<file path="src/rtl/gsa_link_store.sv">
// ----------------------------------------------------------------------------
// gsa_link_store
// Free-list link memory. Slots never handed out read as their reset link,
// judged against the controller's fill mark, the last slot by a write flag.
// ----------------------------------------------------------------------------
module gsa_link_store #(
  parameter int SLOTS = 256,
  parameter int IW    = 8,
  parameter int FW    = 9
) (
  input  logic          clk,
  input  logic          rst_n,
  input  logic          rd_en,
  input  logic [IW-1:0] rd_addr,
  output logic [IW-1:0] rd_link,
  input  logic          wr_en,
  input  logic [IW-1:0] wr_addr,
  input  logic [IW-1:0] wr_data,
  input  logic [FW-1:0] fresh
);

  localparam logic [IW-1:0] LAST_SLOT = IW'(SLOTS - 1);

  logic [IW-1:0] mem [SLOTS];
  logic [IW-1:0] rd_data_r;
  logic [IW-1:0] rd_addr_r;
  logic          last_wr_r;

  always_ff @(posedge clk) begin
    if (wr_en) begin
      mem[wr_addr] <= wr_data;
    end
    if (rd_en) begin
      rd_data_r <= mem[rd_addr];
      rd_addr_r <= rd_addr;
    end
  end

  always_ff @(posedge clk) begin
    if (!rst_n) begin
      last_wr_r <= 1'b0;
    end else if (wr_en && wr_addr == LAST_SLOT) begin
      last_wr_r <= 1'b1;
    end
  end

  always_comb begin
    if (rd_addr_r == LAST_SLOT) begin
      rd_link = last_wr_r ? rd_data_r : '0;
    end else if (FW'(rd_addr_r) < fresh) begin
      rd_link = rd_data_r;
    end else begin
      rd_link = rd_addr_r + IW'(1);
    end
  end

endmodule

</file>
<file path="config.mk">
export PLATFORM = sky130hd
export DESIGN_NAME = gsa_link_store
export DESIGN_NICKNAME = d
export VERILOG_FILES = /design/src/rtl/gsa_link_store.sv
export SDC_FILE = /design/constraint.sdc
export NUM_CORES = 2
export LEC_CHECK = 0
export ABC_CLOCK_PERIOD_IN_PS = 2800
export BUFFER_PORTS_ARGS = -buffer_cell sky130_fd_sc_hd__buf_4
export CORE_MARGIN = 2
export CORE_UTILIZATION = 54
export CTS_CLUSTER_SIZE = 16
export DETAILED_ROUTE_END_ITERATION = 10
export PLACE_DENSITY = 0.7
export SLEW_MARGIN = 10
export SYNTH_ARGS = -nofsm -noshare
export SYNTH_HDL_FRONTEND = slang
export SYNTH_SLANG_ARGS = --single-unit
</file>
<file path="constraint.sdc">
create_clock -name clk -period 2.8 [get_ports clk]
set_input_delay 0.28 -clock clk [delete_from_list [all_inputs] [get_ports clk]]
set_output_delay 0.28 -clock clk [all_outputs]
set_load 0.02 [all_outputs]
</file>
==> out/metrics.yaml <==
outcome:
  outcome: "complete, but fails checks"
  violations: "setup timing"
sta:
  fin_ws_ns: -0.2246
  maxSlewHeadroom_pct: 30.08
  setup_viol: 8
  drv_slew: 0
  fmax_mhz: 330.6
  period_needed_ns: 3.025
  hold_viol_final: 0
  final.setup_skew_ns: 0.03925
  min_period_over_period_pct: 108.0
  rsz0062_at_grt: "true"
  tightestPinTransition_ns: 1.045
worst_setup_path:
  crit_family: "compound AO/OA/AOI/OAI gates"
  critPathSlowestCell: "edfxtp_1"
  cp-end-kind: "output port"
  max_stage_delay_ns: 0.49
  critical_path_buf_inv_count: 2
  path_max_fanout: 5
  crit_path_start_kind: "flip-flop"
  crit_chain: "ha_1 -> a2111oi_4 -> o21ai_2 -> a21oi_2 -> buf_4 -> a221o_1 -> buf_6"
  critPathKind: "reg -> out"
  worstPathArrival_ns: 2.74
  required_ns: 2.52
route:
  vias: 44274
  first_pass_iters: 8
  vias_per_cell: 6.390
  wl_um: 214500
  drc: 0
  drt-initial-drc-count: 5919
  ant_nets: 0
  avgRoutedWirePerCell_um: 30.96
power:
  p_clk_share_pct: 40.2
  combPwrFrac_pct: 6.2
  p_switching_uw: 13770
  seqPwrFrac_pct: 53.7
  switching_share_pct: 21.63
  p_leak_uw: 0.03162
  power_density_mw_per_mm2: 670.0
  vdd_drop_max_mv: 0.5077
  p_int_uw: 49910
layout:
  final_cell_mix: "edfxtp_1, buf_4, mux4_2"
  fin_cells: 6929
  final_cell_area_mm2: 0.09505
  syn2layout_area_growth_pct: 16.51
  final_common_cell: "edfxtp_1"
  fin_nets: 4794
  drive_gt1_share_pct: 28.32
  fillers: 10093
placed_design:
  place.gp.congestion: 0.8978
  placed_area_mm2: 0.08863
  place_hpwl_um: 138800
  port_buffers: 44
  dp_cells: 6552
clocking:
  clock-sinks: 2065
  cts-htree-levels: 4
  cts_buffers: 198
  clockRootBuffer: "clkbuf_16"
  cts_tree: "yes"
  clock_path_buffers: 3
  worst_skew_pair.late_latency_ns: 0.83
  clk_pin_slew_ns: 0.06
global_route:
  grt_max_degree: 107
  grt_pass1_wl_um: 307700
  grt_pass1_vias: 43371
  antenna_found_initial: 1
  track_usage_pct: 28.10
  grt-ovfl-total: 0
floorplan:
  coreArea_mm2: 0.1500
  ioPinCount: 45
  row_count: 142
  dieArea_mm2: 0.1542
  fp.dieH_um: 392.7
  die_width_um: 392.7
  initial_core_util_pct: 54.41
synth:
  avgSynthCellArea_um2: 20.13
  ys_types: 72
  syn_area_mm2: 0.08158
  yosysSeqAreaShare_pct: 76.00
  synthCells: 4052
  synth_edf_count: 2064
  synthArstFlopShare_pct: 0
  yosys_warnings: 0
  ys.flop_type: "edfxtp_1"
  ys_ff_latch: 2065
  syn_nets: 4097
flow_run:
  drv_cap: 0
min_path:
  holdCritPathClass: "in -> reg"
## flip-flops by register name, indices dropped and copies added, names as in the netlist
| name | cells |
|---|---|
| rd_addr_r | 8 |
| mem | 2048 |
| last_wr_r | 1 |
| rd_data_r | 8 |
## metrics by stage
step	utilization [%]	setup slack [ns]	total power, µW	hold slack, ns	TNS (ns)
floorplan	-	0.5217	36670	0.3789	0
global placement	59.10	-0.6820	38580	0.4625	-2.566
detailed placement	59.11	-0.6927	38640	0.4832	-2.551
CTS	63.34	-0.2231	63870	0.02650	-1.561
global route	63.39	-0.3048	65290	0.05551	-2.282
finish	63.39	-0.2246	63680	0.05341	-1.645
## path summary, 6_finish.rpt
path,end,startpoint,depth (start not counted),slack [ns]
max,rd_link[6],rd_addr_r[4]$_DFFE_PP_,7,-0.22
min,mem[107][3]$_DFFE_PP_,wr_data[3],1,0.05
max reg2reg,rd_data_r[5]$_DFFE_PP_,mem[248][5]$_DFFE_PP_,9,0.16
min reg2reg,last_wr_r$_SDFFE_PN0P_,last_wr_r$_SDFFE_PN0P_,1,0.49
## Yosys cell counts, types with 22 or more instances
cell type	number	share of area, %
a21oi_1	91	0.56
a22oi_1	33	0.30
buf_12	22	0.54
buf_2	55	0.34
buf_4	30	0.28
buf_6	24	0.33
buf_8	22	0.40
clkbuf_1	78	0.36
edfxtp_1	2064	76
mux2i_1	279	3.4
mux4_1	34	1.1
mux4_2	355	9.8
nand2_1	123	0.57
nand3_1	59	0.36
nor2_1	309	1.4
nor3_1	32	0.20
o21ai_0	23	0.14
o221ai_1	84	0.90
o22ai_1	70	0.54
## layer usage
layer / global-route usage, % / part of all wire (%) / vias to the layer above
met5: 0 / 0.0061 / -
met4: 10.45 / 4.0 / 2
met3: 5.904 / 11 / 425
met2: 43.50 / 47 / 2730
met1: 39.85 / 38 / 22919
li1: - / - / 18198
## logic make-up (layout without fill, tap and decap cells)
logic type	Yosys count	in the layout	share of synthesized area, %
DFF	2065	2065	76.00
and+or+nand+nor	610	610	3.236
muxes	680	680	14.48
buffers and inverters	255	1115	2.363
other	0	1	0
xor gates and xnor gates	6	6	0.06442
AOI/OAI and AO/OA	428	428	3.734
adders and majority gates	8	8	0.1227
## power groups by stage
stage	logic (µW)	registers (µW)	clock network, µW
floorplan	1890	34800	0
global placement	3770	34800	0
detailed placement	3820	34800	0
CTS	3880	34200	25800
global route	4100	34200	27000
finish	3940	34200	25600
## cell type report
type                            instances  area, µm²  area share [%]
Clock buffer                          263       5284           5.559
Multi-Input combinational cell       1732      17790           18.72
Sequential cell                      2065      62000           65.23
Clock inverter                        100      884.6          0.9307
Timing Repair Buffer                  740       6516           6.856
Antenna cell                            1      2.502        0.002633
Inverter                               12      47.55         0.05002
Tap cell                             2016       2522           2.654
## repair_timing
item | 4_1_cts | 5_1_grt
setup buffers | 5 | 1
resized for setup | 17 | 13
setup endpoints to repair | 9 | 10
endpoints found under the hold margin | 37 | 0
hold buffers | 7 | 0
pin swaps | 3 | 1
Note: power is estimated with default switching activity, not from simulation.
