## src/rtl/gsa_pkg.sv

```systemverilog
// ----------------------------------------------------------------------------
// gsa_pkg
// Request and status codes, field widths and the result record of the
// generational slot allocator.
// ----------------------------------------------------------------------------
package gsa_pkg;

  localparam int REQ_W = 2;
  localparam int ST_W  = 2;
  localparam int IDX_W = 8;
  localparam int GEN_W = 16;
  localparam int CNT_W = 8;

  typedef logic [REQ_W-1:0] req_t;
  typedef logic [ST_W-1:0]  status_t;

  localparam req_t REQ_ALLOC   = 2'd0;
  localparam req_t REQ_RELEASE = 2'd1;
  localparam req_t REQ_CHECK   = 2'd2;

  localparam status_t ST_OK      = 2'd0;
  localparam status_t ST_FULL    = 2'd1;
  localparam status_t ST_INVALID = 2'd2;

  typedef struct packed {
    status_t          status;
    logic [IDX_W-1:0] slot_index;
    logic [GEN_W-1:0] slot_gen;
    logic [CNT_W-1:0] used_count;
  } result_t;

endpackage

```

## src/rtl/gsa_ctrl.sv

```systemverilog
// ----------------------------------------------------------------------------
// gsa_ctrl
// Request sequencer: issue the memory reads, validate the handle, update the
// free list and counters, write back and register the result.
// ----------------------------------------------------------------------------
module gsa_ctrl #(
  parameter int SLOTS    = 256,
  parameter int GEN_BITS = 16,
  parameter int IW       = 8,
  parameter int FW       = 9
) (
  input  logic                        clk,
  input  logic                        rst_n,
  input  logic                        in_valid,
  output logic                        in_ready,
  input  gsa_pkg::req_t               in_req,
  input  logic [gsa_pkg::IDX_W-1:0]   in_idx,
  input  logic [gsa_pkg::GEN_W-1:0]   in_gen,
  output logic                        out_valid,
  input  logic                        out_ready,
  output gsa_pkg::result_t            out_res,
  output logic                        link_rd_en,
  output logic [IW-1:0]               link_rd_addr,
  input  logic [IW-1:0]               link_rd_data,
  output logic                        link_wr_en,
  output logic [IW-1:0]               link_wr_addr,
  output logic [IW-1:0]               link_wr_data,
  output logic                        slot_rd_en,
  output logic [IW-1:0]               slot_rd_addr,
  input  logic                        slot_rd_used,
  input  logic [GEN_BITS-1:0]         slot_rd_gen,
  output logic                        slot_wr_en,
  output logic [IW-1:0]               slot_wr_addr,
  output logic                        slot_wr_used,
  output logic [GEN_BITS-1:0]         slot_wr_gen,
  output logic [FW-1:0]               fresh
);

  localparam logic S_IDLE = 1'b0;
  localparam logic S_EXEC = 1'b1;
  localparam logic [IW-1:0] LAST_SLOT = IW'(SLOTS - 1);

  logic                        state_r, state_nxt;
  logic [IW-1:0]               head_r, head_nxt;
  logic [IW-1:0]               tail_r, tail_nxt;
  logic [IW-1:0]               count_r, count_nxt;
  logic [FW-1:0]               fresh_r, fresh_nxt;
  logic                        out_valid_r, out_valid_nxt;
  gsa_pkg::result_t            out_res_r, out_res_nxt;
  gsa_pkg::req_t               req_r;
  logic [gsa_pkg::IDX_W-1:0]   idx_r;
  logic [gsa_pkg::GEN_W-1:0]   gen_r;

  logic                        accept;
  logic                        exec_done;
  logic                        handle_ok;
  logic [GEN_BITS-1:0]         gen_inc;
  logic [IW-1:0]               req_slot;

  assign in_ready  = state_r == S_IDLE;
  assign accept    = in_valid && in_ready;
  assign exec_done = state_r == S_EXEC && (!out_valid_r || out_ready);
  assign out_valid = out_valid_r;
  assign out_res   = out_res_r;
  assign fresh     = fresh_r;

  assign link_rd_en   = accept;
  assign link_rd_addr = head_r;
  assign slot_rd_en   = accept;
  assign slot_rd_addr = (in_req == gsa_pkg::REQ_ALLOC) ? head_r : IW'(in_idx);

  assign req_slot  = IW'(idx_r);
  assign gen_inc   = slot_rd_gen + GEN_BITS'(1);
  assign handle_ok = idx_r != '0 && 32'(idx_r) < 32'(SLOTS) && slot_rd_used &&
                     32'(gen_r) == 32'(slot_rd_gen);

  always_ff @(posedge clk) begin
    if (accept) begin
      req_r <= in_req;
      idx_r <= in_idx;
      gen_r <= in_gen;
    end
    out_res_r <= out_res_nxt;
  end

  always_ff @(posedge clk) begin
    if (!rst_n) begin
      state_r     <= S_IDLE;
      head_r      <= IW'(1);
      tail_r      <= LAST_SLOT;
      count_r     <= '0;
      fresh_r     <= FW'(1);
      out_valid_r <= 1'b0;
    end else begin
      state_r     <= state_nxt;
      head_r      <= head_nxt;
      tail_r      <= tail_nxt;
      count_r     <= count_nxt;
      fresh_r     <= fresh_nxt;
      out_valid_r <= out_valid_nxt;
    end
  end

  always_comb begin
    state_nxt     = state_r;
    head_nxt      = head_r;
    tail_nxt      = tail_r;
    count_nxt     = count_r;
    fresh_nxt     = fresh_r;
    out_valid_nxt = out_valid_r && !out_ready;
    out_res_nxt   = out_res_r;
    link_wr_en    = 1'b0;
    link_wr_addr  = head_r;
    link_wr_data  = '0;
    slot_wr_en    = 1'b0;
    slot_wr_addr  = head_r;
    slot_wr_used  = 1'b0;
    slot_wr_gen   = slot_rd_gen;

    case (state_r)
      S_IDLE: begin
        if (accept) begin
          state_nxt = S_EXEC;
        end
      end
      S_EXEC: begin
        if (exec_done) begin
          state_nxt                = S_IDLE;
          out_valid_nxt            = 1'b1;
          out_res_nxt.status       = gsa_pkg::ST_INVALID;
          out_res_nxt.slot_index   = '0;
          out_res_nxt.slot_gen     = '0;
          case (req_r)
            gsa_pkg::REQ_ALLOC: begin
              if (head_r == '0) begin
                out_res_nxt.status = gsa_pkg::ST_FULL;
              end else begin
                head_nxt     = link_rd_data;
                if (link_rd_data == '0) begin
                  tail_nxt = '0;
                end
                link_wr_en   = 1'b1;
                link_wr_addr = head_r;
                link_wr_data = '0;
                slot_wr_en   = 1'b1;
                slot_wr_addr = head_r;
                slot_wr_used = 1'b1;
                slot_wr_gen  = gen_inc;
                count_nxt    = count_r + IW'(1);
                if (FW'(head_r) == fresh_r) begin
                  fresh_nxt = fresh_r + FW'(1);
                end
                out_res_nxt.status     = gsa_pkg::ST_OK;
                out_res_nxt.slot_index = gsa_pkg::IDX_W'(head_r);
                out_res_nxt.slot_gen   = gsa_pkg::GEN_W'(gen_inc);
              end
            end
            gsa_pkg::REQ_RELEASE: begin
              if (handle_ok) begin
                slot_wr_en   = 1'b1;
                slot_wr_addr = req_slot;
                slot_wr_used = 1'b0;
                slot_wr_gen  = slot_rd_gen;
                if (tail_r != '0) begin
                  link_wr_en   = 1'b1;
                  link_wr_addr = tail_r;
                  link_wr_data = req_slot;
                end else begin
                  head_nxt = req_slot;
                end
                tail_nxt  = req_slot;
                count_nxt = count_r - IW'(1);
                out_res_nxt.status     = gsa_pkg::ST_OK;
                out_res_nxt.slot_index = idx_r;
                out_res_nxt.slot_gen   = gsa_pkg::GEN_W'(slot_rd_gen);
              end
            end
            gsa_pkg::REQ_CHECK: begin
              if (handle_ok) begin
                out_res_nxt.status     = gsa_pkg::ST_OK;
                out_res_nxt.slot_index = idx_r;
                out_res_nxt.slot_gen   = gsa_pkg::GEN_W'(slot_rd_gen);
              end
            end
            default: begin
              out_res_nxt.status = gsa_pkg::ST_INVALID;
            end
          endcase
          out_res_nxt.used_count = gsa_pkg::CNT_W'(count_nxt);
        end
      end
      default: begin
        state_nxt = S_IDLE;
      end
    endcase
  end

`ifndef NO_ASSERTIONS
  a_accept_exec: assert property (@(posedge clk) disable iff (!rst_n)
    accept |=> state_r == S_EXEC)
    else $error("accepted beat did not enter execute");

  a_list_ends: assert property (@(posedge clk) disable iff (!rst_n)
    (head_r == '0) == (tail_r == '0))
    else $error("free list head and tail disagree on empty");

  a_alloc_ok: assert property (@(posedge clk) disable iff (!rst_n)
    exec_done && req_r == gsa_pkg::REQ_ALLOC && head_r != '0
      |=> out_res_r.status == gsa_pkg::ST_OK)
    else $error("allocate from non-empty list failed");

  a_result_src: assert property (@(posedge clk) disable iff (!rst_n)
    $rose(out_valid_r) |-> $past(state_r == S_EXEC))
    else $error("result beat raised outside execute");

  a_fresh_nz: assert property (@(posedge clk) disable iff (!rst_n)
    fresh_r != '0)
    else $error("fill mark lost");
`endif

endmodule

```

## config.mk

```make
export PLATFORM = sky130hd
export DESIGN_NAME = gsa_ctrl
export DESIGN_NICKNAME = d
export VERILOG_FILES = /design/src/rtl/gsa_pkg.sv /design/src/rtl/gsa_ctrl.sv
export SDC_FILE = /design/constraint.sdc
export NUM_CORES = 1
export LEC_CHECK = 0
export BUFFER_PORTS_ARGS = -buffer_cell sky130_fd_sc_hd__buf_4
export CAP_MARGIN = 20
export CORE_ASPECT_RATIO = 0.75
export CORE_MARGIN = 5
export CORE_UTILIZATION = 53
export CTS_CLUSTER_SIZE = 14
export DETAILED_ROUTE_END_ITERATION = 10
export PLACE_DENSITY = 0.81
export REMOVE_ABC_BUFFERS = 1
export SETUP_SLACK_MARGIN = 0.3
export SLEW_MARGIN = 20
export SYNTH_ARGS = -nofsm -noshare
export SYNTH_HDL_FRONTEND = slang
export SYNTH_SLANG_ARGS = --single-unit
```

## constraint.sdc

```tcl
create_clock -name clk -period 2.85 [get_ports clk]
set_input_delay 0.1425 -clock clk [delete_from_list [all_inputs] [get_ports clk]]
set_output_delay 0.1425 -clock clk [all_outputs]
set_load 0.01 [all_outputs]
```

==> impl_summary.md <==
Synth
After synthesis, flip-flops and latches occupy 45.4% of the total area. The mapped netlist covers 5520 sq um. In the synthesized netlist, the number of instances is 584.

In this run, synthesis inferred 60 flip-flops with an integrated enable. The share of Yosys cell area claimed by the top area cell type is 32.7%. The count of different cell masters after synthesis is 64. The biggest area contributor in the post-synthesis netlist is sky130_fd_sc_hd__edfxtp_1. In the post-synthesis netlist, the biggest area contributors are sky130_fd_sc_hd__edfxtp_1, sky130_fd_sc_hd__dfxtp_1, sky130_fd_sc_hd__nand2_1.

In the synthesized netlist the async set-or-reset flop fraction comes to 0%. The number of warnings printed during yosys synthesis is 0. In this run the mean area of a mapped cell was 9.44 sq um. The post-synthesis sequential element count is 95. The most instantiated flip-flop cell in the synthesis netlist is sky130_fd_sc_hd__edfxtp_1.

Power
Combinational logic burns 19.0% of the power. In this run the power density over the cells is 448 nW/um^2. In this run the power spent charging and discharging nets is 905 uW.

The leakage power of the design is 0.00310 uW. The sum of internal, switching and leakage power is 3380 uW. The worst voltage drop across the vdd grid is 344 uV. The internal portion of total power is 2470 uW. The sequential power share is 46.9%. In this run, the clock network consumes 34.1% of the power. The switching part of the total power is 26.8%.

Place
Timing analysis after detailed placement gives a worst setup slack of 0.356 ns. In this run the tool buffered the top-level ports with 160 buffer cells. Summed over all nets, the half-perimeter wirelength after detailed placement is 13300 um. In this run, placement finished with an instance count of 855.

Routability-driven placement finished with a final weighted congestion of 0.964.

Detailed routing
The number of vias per cell after detailed routing is 6.18. The detailed router placed 5626 vias in this run. The final routed wirelength across all metal layers is 18900 um.

The post-route DRC violation count is 0. After detailed routing, the average wire length per cell comes to 20.8 um. The first detailed-routing pass ran for 6 iterations. The number of DRC markers in iteration 0 is 659. The remaining antenna violation count after routing is 0.

Floorplanning
From left edge to right edge, the die measures 128 um. For this configuration, the core starts out at a cell density of 54.0%. In this run the core area contains 32 standard-cell rows. Measured along the y axis, the die boundary spans 98.3 um.

The die covers 12600 sq um. The floorplan step defined a core boundary enclosing 10200 sq um. 161 I/O pins were placed.

STA
Derived from the worst setup path, the maximum achievable clock frequency is 0.395 GHz. In the final timing run, aggregate negative setup slack is 0 ns. In this run the tightest slew margin relative to its limit is 27.3%. The period utilization is 88.8%. The max-slew violation total from the final report is 0. Setup repair after global routing could not meet its margin everywhere. Once routing completed, OpenROAD measured the worst setup slack at 0.319 ns. The total setup violations reported at the end of the flow is 0. The slew at the pin closest to its max-slew limit is 1.09 ns. The routed design could run at a clock period as short as 2.53 ns. The final hold violation count is 0. On the final layout, the worst clock skew is 0.00506 ns.

Setup path
The critical path contains buffers and inverters numbering 2 combined. The critical path starts at gen_r[7]. The cell family contributing the most delay on the critical path is simple AND/OR/NAND/NOR gates.

The cell with the biggest individual delay on the critical path is sky130_fd_sc_hd__or3_4. Walking the worst path, the cells encountered are xnor2_1 > nand2_1 > or3_4 > nor3_4 > buf_6 > o21ai_4 > a22o_1 > buf_4. On the worst path, the slowest cell contributes a delay of 0.46 ns. The worst setup path is of the reg -> out kind. STA puts the critical path data required time at 2.71 ns.

In this run the worst path has a maximum fanout of 11. In this run the critical register-to-register path is launched from gen_r[5]. The nature of the critical path endpoint is an output pin. STA classifies the critical path startpoint as a register. The arrival time reported for the critical path endpoint is 2.39 ns.

GRT
Entering global routing, the biggest net connects 36 pins. The total routing usage reported by global routing is 30.2%. The initial antenna violation count is 0. The via count of the first global-routing pass is 5394. The first global-routing pass estimated 29700 um of wire. After global routing the overflow that remains totals 0.

Clock network
At the later pin of the worst-skew pair, clock insertion delay measures 0.35 ns. TritonCTS created 9 clock buffers. The root buffer selected by CTS is sky130_fd_sc_hd__clkbuf_16. CTS saw 95 sinks.

The maximum level of the CTS H-tree is 3. The clock passes through at most 2 buffers. The TritonCTS clock tree is built. The clock-pin transition on the worst setup and hold timing paths is 0.06 ns.

Final layout
After the flow finishes, the layout carries non-filler instances totaling 911. The layout net count is 833. The layout has 701 filler cells. The core occupancy in the finished layout is 73.9%. From synthesis to final layout, the design area changed by 36.9%. Cells with a size suffix above 1 make up 31.6% of the layout. The antenna diode count is 0.

Hold path
The class of the most critical hold timing path is in -> reg. The launch point of the worst hold path is in_idx[0].

Outcome
The flow ran to the end, and the final reports show no timing, DRC or antenna violations.

Flow run
The tool flagged a number of max-cap violations equal to 0.
-- power groups by stage --
| stage | Clock (uW) | Sequential, uW | Combinational [uW] |
|---|---|---|---|
| 6_report | 1150 | 1580 | 641 |
| 3_3_place_gp | 0 | 1620 | 561 |
| 4_1_cts | 1170 | 1580 | 623 |
| 5_1_grt | 1220 | 1590 | 688 |
| 3_5_place_dp | 0 | 1620 | 573 |
| 2_1_floorplan | 0 | 1630 | 262 |
-- cell type report --
| cell class | instances | area, sq um | area share (%) |
|---|---|---|---|
| multi-input cells | 426 | 2790 | 36.9 |
| inverters | 15 | 61.3 | 0.812 |
| repair buffers | 223 | 1750 | 23.2 |
| flip-flops and latches | 95 | 2500 | 33.2 |
| well taps | 136 | 170 | 2.25 |
| clock inverters | 3 | 17.5 | 0.232 |
| clock buffers | 13 | 264 | 3.50 |
-- synth_stat cells (3+ instances only) --
cell type                  instances
sky130_fd_sc_hd__nand2_1          72
sky130_fd_sc_hd__edfxtp_1         60
sky130_fd_sc_hd__nor2_1           47
sky130_fd_sc_hd__a21oi_1          42
sky130_fd_sc_hd__dfxtp_1          35
sky130_fd_sc_hd__nand3_1          30
sky130_fd_sc_hd__xor2_1           26
sky130_fd_sc_hd__a311oi_1         23
sky130_fd_sc_hd__clkbuf_1         23
sky130_fd_sc_hd__xnor2_1          19
sky130_fd_sc_hd__o21ai_0          15
sky130_fd_sc_hd__inv_1            14
sky130_fd_sc_hd__nor3_1           13
sky130_fd_sc_hd__buf_2            12
sky130_fd_sc_hd__nor4_1           10
sky130_fd_sc_hd__a221o_1           9
sky130_fd_sc_hd__a22o_1            9
sky130_fd_sc_hd__mux2i_1           9
sky130_fd_sc_hd__a31oi_1           8
sky130_fd_sc_hd__and2_1            8
sky130_fd_sc_hd__and3_1            8
sky130_fd_sc_hd__ha_1              8
sky130_fd_sc_hd__mux2_2            8
sky130_fd_sc_hd__nand4_1           6
sky130_fd_sc_hd__a211oi_1          5
sky130_fd_sc_hd__clkbuf_2          5
sky130_fd_sc_hd__or3_1             5
sky130_fd_sc_hd__or4_1             4
sky130_fd_sc_hd__buf_1             3
sky130_fd_sc_hd__buf_6             3
sky130_fd_sc_hd__nand2b_1          3
-- final timing paths --
kind / end / slack (ns) / cells after the start
worst max-delay path: link_wr_addr[2] / 0.32 / 8
worst min-delay path: idx_r[0] / 0.01 / 1
worst max register to register: tail_r[4] / 0.48 / 8
worst min register to register: tail_r[3] / 0.53 / 1
-- metal layers --
metal,global-route usage [%],up-vias,routed length [um]
met4,11.6,0,623
met2,45.5,406,8540
met1,41.8,2645,7560
met3,7.82,52,2210
li1,-,2523,-
met5,0,-,0
-- logic make-up after synthesis --
family                     after synthesis  share of synthesized area (%)
AOI/OAI and AO/OA                      138                           17.6
and+or+nand+nor                        218                           19.6
buffers and inverters                   63                           5.22
xor gates and xnor gates                45                           7.15
adders and majority gates                8                           1.81
DFF                                     95                           45.4
muxes                                   17                           3.27
-- timing repair --
item,4_1_cts,5_1_grt
resized for setup,6,11
hold buffers,25,0
endpoints found under the hold margin,25,0
setup buffers,10,5
pin swaps,3,5
setup endpoints to repair,25,41
-- worst register-to-register path, cell delays in order (launching register included) --
cell and delay (ns):
sky130_fd_sc_hd__edfxtp_1 0.38, sky130_fd_sc_hd__xnor2_1 0.20, sky130_fd_sc_hd__nand4_1 0.17, sky130_fd_sc_hd__buf_4 0.18
sky130_fd_sc_hd__nor3_4 0.21, sky130_fd_sc_hd__buf_4 0.20, sky130_fd_sc_hd__nand3_4 0.11, sky130_fd_sc_hd__a211o_1 0.40
sky130_fd_sc_hd__a221o_1 0.39
-- cells in the final DEF (no fill, tap or decap), types with 8 or more instances in the layout --
cell	synthesis	final
sky130_fd_sc_hd__buf_4	2	196
sky130_fd_sc_hd__nand2_1	72	72
sky130_fd_sc_hd__edfxtp_1	60	60
sky130_fd_sc_hd__nor2_1	47	45
sky130_fd_sc_hd__a21oi_1	42	42
sky130_fd_sc_hd__dfxtp_1	35	35
sky130_fd_sc_hd__nand3_1	30	30
sky130_fd_sc_hd__xor2_1	26	26
sky130_fd_sc_hd__dlygate4sd3_1	0	25
sky130_fd_sc_hd__a311oi_1	23	23
sky130_fd_sc_hd__xnor2_1	19	19
sky130_fd_sc_hd__o21ai_0	15	15
sky130_fd_sc_hd__inv_1	14	13
sky130_fd_sc_hd__nor3_1	13	11
sky130_fd_sc_hd__clkbuf_16	0	10
sky130_fd_sc_hd__a221o_1	9	9
sky130_fd_sc_hd__nor4_1	10	9
sky130_fd_sc_hd__a22o_1	9	9
sky130_fd_sc_hd__mux2i_1	9	9
sky130_fd_sc_hd__a31oi_1	8	8
sky130_fd_sc_hd__and2_1	8	8
sky130_fd_sc_hd__mux2_2	8	8
-- stage by stage --
step                cell area (sq um)  hold WS, ns
floorplan                        5280        0.204
global placement                 6840        0.322
detailed placement               6840        0.322
CTS                              7470     0.000466
global route                     7550      0.00269
finish                           7550       0.0104
-- sequential cells by signal, summed over array words and instances, names as in the netlist --
name / flops
state_r: 1
req_r: 2
gen_r: 16
idx_r: 8
link_rd_addr: 8
count_r: 8
out_valid: 1
fresh: 9
out_res: 34
tail_r: 8
Note: power is estimated with default switching activity, not from simulation.
